[src/toirb_pkg.sv]
package toirb_pkg;

  localparam int SLOTS_DEF = 16;
  localparam int DEPTH_DEF = 8;
  localparam int TICK_W = 32;
  localparam int AXIS_W = 16;
  localparam int BTN_W = 16;
  localparam int STATUS_W = 3;
  localparam int CFG_W = 8;
  localparam int IN_DATA_W = 88;
  localparam int OP_W = 86;
  localparam int OUT_DATA_W = 88;
  localparam logic signed [AXIS_W-1:0] AXIS_MAX = 16'sd16384;
  localparam logic signed [AXIS_W-1:0] AXIS_MIN = -16'sd16384;

  localparam logic [1:0] KIND_ENQ = 2'd0;
  localparam logic [1:0] KIND_PROC = 2'd1;
  localparam logic [1:0] KIND_ADV = 2'd2;
  localparam logic [1:0] KIND_NONE = 2'd3;

  localparam logic [STATUS_W-1:0] ST_ACCEPTED = 3'd0;
  localparam logic [STATUS_W-1:0] ST_DEDUPED = 3'd1;
  localparam logic [STATUS_W-1:0] ST_TOO_OLD = 3'd2;
  localparam logic [STATUS_W-1:0] ST_TOO_EARLY = 3'd3;
  localparam logic [STATUS_W-1:0] ST_NONE = 3'd4;

  localparam logic CFG_PAST = 1'b0;
  localparam logic CFG_FUTURE = 1'b1;

  typedef struct packed {
    logic [TICK_W-1:0] tick;
    logic [2*AXIS_W-1:0] axes;
    logic [BTN_W-1:0] btn;
  } entry_t;

  typedef struct packed {
    logic load;
    logic rd_start;
    logic cmp;
    logic fill_write;
    logic finish;
    logic advance;
  } ctl_t;

  typedef struct packed {
    logic [1:0] kind;
    logic too_old;
    logic too_early;
    logic rd_done;
    logic cmp_done;
  } sts_t;

  function automatic logic [AXIS_W-1:0] clamp_axis(input logic [AXIS_W-1:0] v);
    logic signed [AXIS_W-1:0] a;
    a = $signed(v);
    if (a < AXIS_MIN) return AXIS_MIN;
    if (a > AXIS_MAX) return AXIS_MAX;
    return v;
  endfunction

endpackage

[src/toirb_ctrl.sv]
module toirb_ctrl (
  input  logic clk,
  input  logic rst,
  input  logic in_fire,
  input  logic out_fire,
  input  toirb_pkg::sts_t sts,
  output toirb_pkg::ctl_t ctl,
  output logic busy,
  output logic out_valid
);

  typedef enum logic [2:0] {S_IDLE, S_CHECK, S_READ, S_CMP, S_WRITE, S_OUT} state_t;
  state_t state;

  always_comb begin
    ctl = '0;
    ctl.load = in_fire;
    ctl.rd_start = (state == S_CHECK) && (sts.kind == toirb_pkg::KIND_ENQ ||
                   sts.kind == toirb_pkg::KIND_PROC) &&
                   !(sts.kind == toirb_pkg::KIND_ENQ && (sts.too_old || sts.too_early));
    ctl.cmp = (state == S_CMP);
    ctl.fill_write = (state == S_WRITE);
    ctl.advance = (state == S_CHECK) && (sts.kind == toirb_pkg::KIND_ADV);
    ctl.finish = (state == S_CHECK) && !ctl.rd_start;
  end

  always_ff @(posedge clk) begin
    if (rst) begin
      state <= S_IDLE;
      busy <= 1'b0;
      out_valid <= 1'b0;
    end else begin
      unique case (state)
        S_IDLE: begin
          if (in_fire) begin
            state <= S_CHECK;
            busy <= 1'b1;
          end
        end
        S_CHECK: state <= ctl.rd_start ? S_READ : S_WRITE;
        S_READ: if (sts.rd_done) state <= S_CMP;
        S_CMP: if (sts.cmp_done) state <= S_WRITE;
        S_WRITE: begin
          state <= S_OUT;
          out_valid <= 1'b1;
        end
        S_OUT: begin
          if (out_fire) begin
            state <= S_IDLE;
            out_valid <= 1'b0;
            busy <= 1'b0;
          end
        end
        default: state <= S_IDLE;
      endcase
    end
  end

endmodule

[config.mk]
export PLATFORM = sky130hd
export DESIGN_NAME = toirb_ctrl
export DESIGN_NICKNAME = d
export VERILOG_FILES = /design/src/toirb_pkg.sv /design/src/toirb_ctrl.sv
export SDC_FILE = /design/constraint.sdc
export NUM_CORES = 1
export LEC_CHECK = 0
export BUFFER_PORTS_ARGS = -buffer_cell sky130_fd_sc_hd__clkbuf_2
export CAP_MARGIN = 10
export CORE_AREA = 4 4 41 43
export CTS_CLUSTER_DIAMETER = 40
export DETAILED_ROUTE_END_ITERATION = 7
export DIE_AREA = 0 0 45 47
export PLACE_DENSITY = 0.63
export SYNTH_ARGS = -nofsm -noshare
export SYNTH_HDL_FRONTEND = slang
export SYNTH_SLANG_ARGS = --single-unit
[constraint.sdc]
create_clock -name clk -period 1.6 [get_ports clk]
set_input_delay 0.08 -clock clk [delete_from_list [all_inputs] [get_ports clk]]
set_output_delay 0.08 -clock clk [all_outputs]
set_load 0.01 [all_outputs]
Word-level counts from Yosys, hierarchy flattened

Cells that the tools add are included.

Output and inout port bits: 8
Input bits: 10
Register bits: 5
Word-level logic and storage cells: 40

Equal/unequal tests: 11
Muxes and demuxes: 10
Reductions and logical operators: 16

Operators by type and width:

| operator                                                        | number |
|---|---|
| 3-bit one-hot mux with 6 select lines                           | 1 |
| 3-bit two-way mux                                               | 5 |
| 2-bit inequality test, second input constant                    | 4 |
| 3-bit by 2-bit == test with 1-bit output, second input constant | 2 |
| 3-bit == test, second input constant                            | 2 |
| 1-bit logical AND                                               | 5 |
| 1-bit one-hot mux with 2 select lines                           | 2 |
| 4-bit AND reduction                                             | 1 |
| 2-bit nonzero test                                              | 2 |
| 3-bit by 1-bit == test with 1-bit output, second input constant | 1 |
| 3-bit zero test                                                 | 1 |
| 3-bit AND reduction                                             | 1 |
| 2-bit by 1-bit == test with 1-bit output, second input constant | 1 |
| 2-bit == test, second input constant                            | 1 |
| 1-bit zero test                                                 | 2 |
| 2-bit zero test                                                 | 1 |
| 1-bit logical OR                                                | 2 |
| 1-bit two-way mux                                               | 2 |
| 2-bit AND reduction                                             | 1 |

Longest topological paths before layout

Gate-level depths: netlist of the first run.

Depth after elaboration: 6
Gate-level depth with buffers: 4
Mapped depth without buffers: 3

Worst setup path after synthesis of the first run

OpenSTA, ideal clock, no wires.

Path kind: register to register
Start: register state[0]
End: register state[2]
Required time: 1514 ps
Arrival: 1181 ps
Path buffers: 1
Stages on the path, launching flop included: 5
Setup time: 86 ps
Period minus slack after synthesis: 1267 ps
Setup slack: 333 ps
Cells stage by stage: dfxtp_1 > buf_4 > or3b_4 > o21bai_4 > a221oi_2

Word-level cells in the longest chain between the ends: 5
Elaborated cells between the ends (all ways): 15
Those cells by class: 9 x eq/ne; 2 x mux; 4 x reduce/logical

RTL lines:

| item                                     | line                               | source |
|---|---|---|
| start: declaration                       | toirb_ctrl.sv:13                   | `state_t state;` |
| start signal: assignment                 | toirb_ctrl.sv:40                   | `S_CHECK: state <= ctl.rd_start ? S_READ : S_WRITE;` |
| 3-bit by 1-bit == test with 1-bit output | toirb_ctrl.sv:18, toirb_ctrl.sv:33 |  |
| 1-bit logical AND                        | toirb_ctrl.sv:18                   | `ctl.rd_start = (state == S_CHECK) && (sts.kind == toirb_pkg::KIND_ENQ \|\|` |
| 1-bit logical AND                        | toirb_ctrl.sv:19                   | `sts.kind == toirb_pkg::KIND_PROC) &&` |
| 3-bit two-way mux                        | toirb_ctrl.sv:40                   |  |
| 3-bit one-hot mux with 6 select lines    | toirb_ctrl.sv:33                   | `unique case (state)` |

Parallel ways exist; a longest one is shown, timed or not.
A chain may end at the register's enable or synchronous reset.

==> results of run 1 <==
[how the worst max path moves through the flow]
stage / slack, ns / startpoint / to / depth (start not counted)
2_1_floorplan: 0.33 / state[0] / state[2] / 4
3_3_place_gp: 0.33 / state[2] / state[2] / 3
3_5_place_dp: 0.30 / state[2] / state[2] / 3
4_1_cts: 0.08 / state[2] / ctl[1] / 4
5_1_grt: 0.004 / state[2] / ctl[1] / 4
6_report: 0.1 / state[2] / ctl[1] / 4
[cells in the final DEF (no fill, tap or decap), types with 2 or more instances in the layout]
cell type and count:
clkbuf_2 17, dfxtp_1 5, nor2_1 4, inv_1 3
nor3b_1 3, clkbuf_4 3, nand2_1 2, o21ai_0 2
a21oi_1 2, nand3b_1 2, buf_4 2
[layer usage]
metal / global-route usage / part of all wire / up-vias / wire length, um
met2: 0.144 / 0.45 / 10 / 400
met5: 0 / 0 / - / 0
met3: 0.0307 / 0.066 / 2 / 58
li1: - / - / 196 / -
met1: 0.125 / 0.46 / 183 / 409
met4: 0.0702 / 0.016 / 0 / 14
[flip-flops by register name (all words and copies together) (netlist names)]
| register | count |
|---|---|
| state | 3 |
| busy | 1 |
| out_valid | 1 |
[area by class of cell]
cell class	instances	area share
inverter	3	0.0238
sequential	5	0.212
multi-input combinational	30	0.458
timing repair buffer	19	0.212
tap	15	0.0397
clock buffer	4	0.0556
[worst max-delay path, stage by stage, from the launching register on]
cell and delay [ns]:
dfxtp_1 0.41, or3b_4 0.42, o21bai_4 0.18, inv_1 0.05, clkbuf_2 0.12
[power by group]
part	leakage [nW]	internal (mW)	switching [mW]
registers	0.0411	0.141	0.0156
clock network	0.0150	0.0943	0.0518
logic	0.160	0.0751	0.0732
[cell families after synthesis]
| logic type | count (synthesis) | share of synthesized area |
|---|---|---|
| simple gates | 16 | 0.286 |
| compound gates | 14 | 0.325 |
| buf+inv | 7 | 0.106 |
| flops | 5 | 0.283 |
==> metrics.log, run 1 <==
INFO  metric relSlewSlack = 0.766
INFO  metric rows = 13
INFO  metric synth.distinct_cells = 25
INFO  metric period_utilization_post_route = 0.940
INFO  metric antenna_found_initial = 0
INFO  metric die_area = roughly 2100 um^2
INFO  metric postSynthRegisterBits = 5
INFO  metric tns = 0 ns
INFO  metric num-nets-final = 72
INFO  metric post_layout_nonfiller_instances = 76
INFO  metric ys_dominant_reg_cell = dfxtp_1
INFO  metric synth_nets = 52
INFO  metric floorplan.initialDensity = 0.272
INFO  metric yosysMostFrequentCell = dfxtp_1
INFO  metric detail_route.wl_per_cell = approximately 12 um
INFO  metric worstPathRequired = 1.52 ns
INFO  metric synth.yosys.warnings = 0
INFO  metric design_power_total = 451 uW
INFO  metric placed_cells_incl_taps = 72
INFO  metric area.growth.synth_to_final = 33.6%
INFO  metric tritoncts.num_buffers = 3
INFO  metric post-synth-top-area-cell = dfxtp_1
INFO  metric detailedRoute.firstPassIterationCount = 4
INFO  metric clkTransAtPathRegs = around 0.040 ns
INFO  metric pre_cts_ws = between 0.2 and 0.3 ns
INFO  metric multi_input_area = 216 um^2
INFO  metric detailroute.via_count = 391
INFO  metric postLayoutCoreUtil = 0.363
INFO  metric timing_worst_slew_pin_value = approximately 0.35 ns
INFO  metric async_flop_share = 0
INFO  metric fp.coreArea = 1300 um^2
INFO  metric floorplan.io_pins = 18
INFO  metric hold_viol = 0
INFO  metric hold_class = in -> reg
INFO  metric crit_type = reg -> out
INFO  metric drc_errors = 0
INFO  metric timing.clock.skew = 0.00324 ns
INFO  metric cts_root_buf = clkbuf_4
INFO  metric worstHoldPathCells = 2
INFO  metric regToRegEndpoint = state[2]
INFO  metric yosysSeqAreaShare = 0.283
INFO  metric achievable-frequency = 665 MHz
INFO  metric antenna_violating_nets_post_route = 0
INFO  metric timing.reg2reg.worst_path_depth = 3
INFO  metric totalWireLength = 884 um
INFO  metric ys_top_cells_by_count = 5 x dfxtp_1, 4 x nor2_1, 3 x buf_4, 3 x inv_1, 3 x nor3b_1
INFO  metric global_route_wire_length_before_repair = 1520 um
INFO  metric grt_usage = 0.0996
INFO  metric globalplace.congestion = 0.741
INFO  metric timing.final.max_slew_violations = 0
INFO  metric drive_gt1_frac = 0.443
INFO  metric pin_count_of_the_biggest_net_entering_global_routing = 14
INFO  metric cp-end-kind = output pin
INFO  metric timing.final.crit_period = about 1.5 ns
INFO  metric regToRegStartpoint = state[2]
INFO  metric synth-edff-count = 0
INFO  metric min_delay_worst_endpoint = out_valid
INFO  metric antenna-diode-count = 0
INFO  metric tritoncts = done
INFO  metric max-clock-path-buffers = 2
INFO  metric worstSetupStartpointType = flip-flop
INFO  metric chipWidth = 45 um
INFO  metric postPlaceCellArea = 447 um^2
INFO  metric globalRouteOverflowTotal = 0
INFO  metric post_cts_resized = 0
INFO  metric clock_tree.htree_level_count = 1
INFO  metric rsz0062_at_grt = false
INFO  metric post_cts_hold_buffer_count = 0
INFO  metric die_height = 47 um
INFO  metric clkSinkCount = 5
INFO  metric synth_cells = 42
INFO  metric power.static_leakage = between 0.2 and 0.25 nW
INFO  metric syn_area_per_cell = between 8 and 9 um^2
INFO  metric worstHoldStart = rst
INFO  metric post-synth-top-area-fraction = 0.283
INFO  metric largest_cells_by_area_after_synthesis = dfxtp_1 28%, buf_4 6.4%, nor3b_1 6.4%
INFO  metric holdWs = 0.0748 ns
INFO  metric postLayoutSetupSlackWorst = 0.0958 ns
INFO  metric register_area = 100 um^2
INFO  metric design_area = 473 um^2
INFO  metric status = finished, final reports clean
INFO  metric cp_data_arrival_time = 1.42 ns
INFO  metric routed_via_density = approximately 5
INFO  metric cts_setup_buffers = 0
INFO  metric power-per-cell-area = 954 nW/um^2
INFO  metric max_cap_viol_count = 0
INFO  metric vdd_drop_max = 0.275 mV
INFO  metric setup_viol_count_final = 0
INFO  metric clk_latency = 0.24 ns
INFO  metric cp_max_fo = 13
INFO  metric numPortBuffers = 17
INFO  metric drt_iter0_drc = 8
INFO  metric summed_instance_area_of_the_synthesized_netlist = 354 um^2
INFO  metric reg2reg_setup_slack = between 0.2 and 0.3 ns
INFO  metric nFillCells = roughly 150
INFO  metric dpl.hpwl = 703 um
INFO  metric first_global_vias = slightly below 400
(Power assumes the default switching activity.)
==> run 2: changes to the inputs <==
- clock period: 1.6 -> 1.4 ns (I/O delays scaled with it)
==> run 2 against run 1 <==
Net effect: utilization increased by 1.1 points; combinational power increased by 27%; sequential share of layout area decreased by 0.34 points; global-route usage decreased by 0.47 points; hold slack got worse by 0.0037 ns; critical path depth unchanged; critical endpoint unchanged; largest cell class unchanged; largest power group is now combinational cells.
==> metrics.log, run 2 (synthesis results as in run 1) <==
INFO  metric power.static_leakage = 0.224 nW (+3.9%)
INFO  metric die_height = 47 um (unchanged)
INFO  metric die_area = 2120 um^2 (unchanged)
INFO  metric clkTransAtPathRegs = 0.04 ns (about the same)
INFO  metric timing.clock.skew = 0.00438 ns (+0.00114 ns)
INFO  metric holdWs = 0.0711 ns (-0.00374 ns)
INFO  metric cts_root_buf = clkbuf_4
INFO  metric grt_usage = 0.0949 (-0.00467)
INFO  metric final_cell_mix = 15 x clkbuf_2, 4 x nor2_1, 4 x dfxtp_1
INFO  metric status = finished, final reports clean
INFO  metric fp.coreArea = 1300 um^2 (unchanged)
INFO  metric numPortBuffers = 17 (unchanged)
INFO  metric chipWidth = 45 um (unchanged)
INFO  metric achievable-frequency = 731 MHz
INFO  metric globalRouteOverflowTotal = 0 (unchanged)
INFO  metric timing.final.max_slew_violations = 0 (unchanged)
INFO  metric biggestRegsByFlops = state (3), busy (1), out_valid (1)
INFO  metric regToRegEndpoint = state[2]
INFO  metric met3WireLength = 61 um (+5.2%)
INFO  metric antenna_found_initial = 0 (unchanged)
INFO  metric drt_iter0_drc = 7 (-1)
INFO  metric cp_data_arrival_time = 1.30 ns (-0.12 ns)
INFO  metric cp-end-kind = output pin
INFO  metric area.growth.synth_to_final = 37.5%
INFO  metric power.combinational.fraction = 0.364 (+0.035)
INFO  metric timing.final.crit_period = 1.37 ns
INFO  metric global_route_wire_length_before_repair = 1480 um (-3.1%)
INFO  metric clkSinkCount = 5 (unchanged)
INFO  metric route.layer.met1.wl = 425 um (+3.9%)
INFO  metric hold_viol = 0 (unchanged)
INFO  metric placed_cells_incl_taps = 73 (+1.4%)
INFO  metric dpl.hpwl = 709 um (+0.83%)
INFO  metric dr.max_layer_used = met3
INFO  metric met2RoutedLength = 353 um (-12%)
INFO  metric clock_power_share = 0.308 (-0.016)
INFO  metric max-clock-path-buffers = 2 (unchanged)
INFO  metric relSlewSlack = 0.830 (+0.0642)
INFO  metric clock_tree.htree_level_count = 1 (unchanged)
INFO  metric drc_errors = 0 (unchanged)
INFO  metric detail_route.wl_per_cell = 10.9 um (-6.1%)
INFO  metric pin_count_of_the_biggest_net_entering_global_routing = 13 (-1)
INFO  metric antenna_violating_nets_post_route = 0 (unchanged)
INFO  metric globalplace.congestion = 0.698 (-5.7%)
INFO  metric cp_max_fo = 3 (-10)
INFO  metric num-nets-final = 73 (+1.4%)
INFO  metric power-per-cell-area = 1060 nW/um^2 (+11%)
INFO  metric tritoncts = done
INFO  metric largest_register = state
INFO  metric cts_setup_buffers = 0 (unchanged)
INFO  metric register_area = 101 um^2 (+1.2%)
INFO  metric vdd_drop_max = 0.480 mV (+74%)
INFO  metric nFillCells = 146 (-2.0%)
INFO  metric period_utilization_post_route = 0.977
INFO  metric largest_reg_flops = 3 (unchanged)
INFO  metric drive_gt1_frac = 0.484 (+0.0412)
INFO  metric totalWireLength = 841 um (-4.9%)
INFO  metric rsz0062_at_grt = true
INFO  metric layout.cells.most_common = clkbuf_2
INFO  metric detailedRoute.firstPassIterationCount = 3 (-1)
INFO  metric rows = 13 (unchanged)
INFO  metric tritoncts.num_buffers = 3 (unchanged)
INFO  metric multi_input_area = 221 um^2 (+2.3%)
INFO  metric hold_class = in -> reg
INFO  metric max_cap_viol_count = 0 (unchanged)
INFO  metric setup_viol_count_final = 0 (unchanged)
INFO  metric floorplan.initialDensity = 0.272 (unchanged)
INFO  metric regToRegStartpoint = state[2]
INFO  metric clk_latency = 0.24 ns (about the same)
INFO  metric worstSetupStartpointType = flip-flop
INFO  metric power.share.switching = 0.302 (-0.0102)
INFO  metric post_layout_nonfiller_instances = 77 (+1.3%)
INFO  metric critical_path.endpoint = ctl[1]
INFO  metric total_switching_power = 156 uW (+11%)
INFO  metric timing.reg2reg.worst_path_depth = 3 (unchanged)
INFO  metric worstPathRequired = 1.33 ns (-0.19 ns)
INFO  metric seq_power_share = 0.329 (-0.019)
INFO  metric first_global_vias = 343 (-13%)
INFO  metric routed_via_density = 5.00 (-2.8%)
INFO  metric worst_setup_startpoint = state[2]
INFO  metric postLayoutCoreUtil = 0.374 (+0.0106)
INFO  metric timing_worst_slew_pin_value = 0.252 ns (-0.0984 ns)
INFO  metric p_int = 361 uW (+16%)
INFO  metric reg2reg_setup_slack = 0.20 ns (-0.09 ns)
INFO  metric floorplan.io_pins = 18 (unchanged)
INFO  metric antenna-diode-count = 0 (unchanged)
INFO  metric detailroute.via_count = 385 (-1.5%)
INFO  metric crit_type = reg -> out
[run 2: how the worst min path moves through the flow]
stage	startpoint	endpoint	depth (start not counted)
after floorplan	rst	busy	1
after global placement	rst	out_valid	2
after detailed placement	rst	busy	2
after CTS	rst	busy	2
after global routing	rst	out_valid	2
final	rst	busy	2
[run 2: cell type report]
cell class,instances,area share
Timing Repair Buffer,20,0.221
Inverter,3,0.0231
Clock buffer,4,0.0540
Sequential cell,5,0.208
Tap cell,15,0.0386
Multi-Input combinational cell,30,0.455
[run 2: power by group through the flow]
stage	Sequential, mW	Clock [mW]	Combinational [mW]
after CTS	0.169	0.167	0.187
after global routing	0.173	0.185	0.211
after global placement	0.172	0	0.185
after floorplan	0.175	0	0.124
after detailed placement	0.172	0	0.187
final	0.170	0.159	0.188
[run 2: critical path, cell delays in order (launching register included)]
cell      delay [ns]
dfxtp_1         0.30
or3b_4          0.41
o21bai_4        0.19
inv_1           0.05
buf_2           0.12
[run 2: routing by layer]
metal | track usage | vias to the layer above
met5 | 0 | -
met4 | 0.0351 | 0
met3 | 0.0307 | 0
met2 | 0.127 | 11
met1 | 0.139 | 173
li1 | - | 201
[run 2: metrics by stage]
step / TNS [ns] / area (um^2) / setup slack [ns] / total power [mW]
after floorplan: 0 / 354 / 0.133 / 0.299
after global placement: 0 / 454 / 0.240 / 0.357
after detailed placement: 0 / 454 / 0.197 / 0.358
after CTS: 0 / 480 / 0.0145 / 0.524
after global routing: -0.0652 / 487 / -0.0320 / 0.569
final: 0 / 487 / 0.0325 / 0.517
[run 2: repair_timing]
action | in CTS | in global routing
hold buffers | 0 | 0
setup endpoints to repair | 0 | 3
resized for setup | 0 | 4
==> run 3: changes to the inputs <==
- SETUP_SLACK_MARGIN: default -> 0.05
==> run 3 against run 2 <==
Net effect: cell count increased by 1.3%; via count increased by 0.78%; clock skew unchanged; critical path type unchanged; sequential share of layout area decreased by 0.52 points; hold slack improved by 0.0011 ns.
==> metrics.log, run 3 (synthesis results as in run 1) <==
INFO  metric detailedRoute.firstPassIterationCount = 2 (-1)
INFO  metric worstHoldStart = rst
INFO  metric antenna-diode-count = 0 (unchanged)
INFO  metric chipWidth = 45 um (unchanged)
INFO  metric timing.reg2reg.worst_path_depth = 4 (+1)
INFO  metric drt_iter0_drc = 3 (-4)
INFO  metric nFillCells = 146 (unchanged)
INFO  metric largest_register = state
INFO  metric post_cts_hold_buffer_count = 0 (unchanged)
INFO  metric min_delay_worst_endpoint = busy
INFO  metric max-clock-path-buffers = 2 (unchanged)
INFO  metric post_layout_nonfiller_instances = 78 (+1.3%)
INFO  metric dpl.hpwl = 709 um (unchanged)
INFO  metric detailroute.via_count = 388 (+0.78%)
INFO  metric numPortBuffers = 17 (unchanged)
INFO  metric worstSetupStartpointType = flip-flop
INFO  metric global_route_wire_length_before_repair = 1500 um (+1.9%)
INFO  metric detail_route.wl_per_cell = 11.1 um (+1.9%)
INFO  metric die_area = 2120 um^2 (unchanged)
INFO  metric pin_count_of_the_biggest_net_entering_global_routing = 13 (unchanged)
INFO  metric power.static_leakage = 0.232 nW (+3.4%)
INFO  metric cp_data_arrival_time = 1.29 ns (about the same)
INFO  metric num-nets-final = 74 (+1.4%)
INFO  metric hold_class = in -> reg
INFO  metric timing.final.max_slew_violations = 0 (unchanged)
INFO  metric status = finished, final reports clean
INFO  metric clkSinkCount = 5 (unchanged)
INFO  metric worstHoldPathCells = 2 (unchanged)
INFO  metric crit_type = reg -> out
INFO  metric achievable-frequency = 733 MHz (+0.27%)
INFO  metric clkTransAtPathRegs = 0.04 ns (about the same)
INFO  metric tns = 0 ns (unchanged)
INFO  metric layout.cells.most_common = clkbuf_2
INFO  metric placed_cells_incl_taps = 73 (unchanged)
INFO  metric globalRouteOverflowTotal = 0 (unchanged)
INFO  metric worstPathRequired = 1.33 ns (about the same)
INFO  metric design_power_total = 526 uW (+1.7%)
INFO  metric largest_reg_flops = 3 (unchanged)
INFO  metric grt_usage = 0.0965 (+0.00158)
INFO  metric holdWs = 0.0721 ns (+0.00107 ns)
INFO  metric die_height = 47 um (unchanged)
INFO  metric setup_viol_count_final = 0 (unchanged)
INFO  metric period_utilization_post_route = 0.974 (-0.00265)
INFO  metric drc_errors = 0 (unchanged)
INFO  metric max_cap_viol_count = 0 (unchanged)
INFO  metric routed_via_density = 4.97 (-0.51%)
INFO  metric antenna_violating_nets_post_route = 0 (unchanged)
INFO  metric antenna_found_initial = 0 (unchanged)
INFO  metric cts_root_buf = clkbuf_4
INFO  metric fp.coreArea = 1300 um^2 (unchanged)
INFO  metric drive_gt1_frac = 0.508 (+0.0241)
INFO  metric area.growth.synth_to_final = 41.0%
INFO  metric floorplan.io_pins = 18 (unchanged)
INFO  metric power-per-cell-area = 1050 nW/um^2 (-0.84%)
INFO  metric timing.clock.skew = 0.00438 ns (unchanged)
INFO  metric regToRegStartpoint = state[2]
INFO  metric globalplace.congestion = 0.698 (unchanged)
INFO  metric clock_tree.htree_level_count = 1 (unchanged)
INFO  metric cp_max_fo = 3 (unchanged)
INFO  metric biggestRegsByFlops = state (3), busy (1), out_valid (1)
INFO  metric first_global_vias = 352 (+2.6%)
INFO  metric rows = 13 (unchanged)
INFO  metric tritoncts.num_buffers = 3 (unchanged)
INFO  metric vdd_drop_max = 0.455 mV (-5.3%)
INFO  metric timing_worst_slew_pin_value = 0.254 ns (+0.00190 ns)
INFO  metric totalWireLength = 868 um (+3.2%)
INFO  metric relSlewSlack = 0.829 (-0.00128)
INFO  metric hold_viol = 0 (unchanged)
INFO  metric clk_latency = 0.24 ns (about the same)
INFO  metric rsz0062_at_grt = true
INFO  metric cp-end-kind = output pin
INFO  metric floorplan.initialDensity = 0.272 (unchanged)
INFO  metric final_cell_mix = 15 x clkbuf_2, 4 x nor2_1, 4 x dfxtp_1, 4 x buf_4
INFO  metric regToRegEndpoint = state[2]
INFO  metric reg2reg_setup_slack = 0.09 ns (-0.11 ns)
INFO  metric tritoncts = done
INFO  metric timing.final.crit_period = 1.36 ns (-0.00371 ns)
## run 3: cell types whose count changed in the layout (fill, tap and decap cells not counted), sizes merged
cell / previous run / this run
buf: 5 / 6
## run 3: how the worst max path moves through the flow
stage / cells after the start / to / startpoint / slack, ns
floorplan: 4 / state[2] / state[0] / 0.13
global placement: 3 / state[2] / state[1] / 0.24
detailed placement: 3 / state[2] / state[1] / 0.20
CTS: 4 / ctl[1] / state[2] / 0.03
global route: 3 / ctl[4] / state[2] / -0.03
finish: 4 / ctl[1] / state[2] / 0.04
## run 3: routing by layer
layer	share of wire	wire, um	track usage
met4	0	0	0.0351
met2	0.43	376	0.133
met1	0.50	436	0.139
met5	0	0	0
met3	0.063	55	0.0307
## run 3: layout make-up
class,count,area (um^2),share of cell area
clock buffer,4,26.3,0.0526
inverter,3,11.3,0.0226
multi-input combinational,30,226,0.454
sequential,5,101,0.203
tap,15,18.8,0.0376
timing repair buffer,21,115,0.231
## run 3: stage by stage
stage	setup WS, ns	util	area [um^2]
3_5_place_dp	0.197	0.349	454
6_report	0.0362	0.384	499
5_1_grt	-0.0317	0.384	499
2_1_floorplan	0.133	-	354
4_1_cts	0.0274	0.375	488
3_3_place_gp	0.240	0.349	454
## run 3: critical path, stage by stage (launching register included)
cell and delay, ns:
dfxtp_1 0.30, or3b_4 0.41, o21bai_4 0.18, inv_1 0.05, buf_2 0.12
## run 3: what timing repair did
item	CTS	global route
endpoints found under the setup margin	3	5
gates resized for setup	0	5
pin swaps	1	1
setup buffers	1	0
## run 3: report_power, final
group          switching (mW)  total (mW)  internal, mW  leakage [nW]
registers             0.00827       0.171         0.162        0.0414
logic                  0.0991       0.196        0.0973         0.175
clock network          0.0520       0.159         0.107        0.0150
total                   0.159       0.526         0.367         0.232
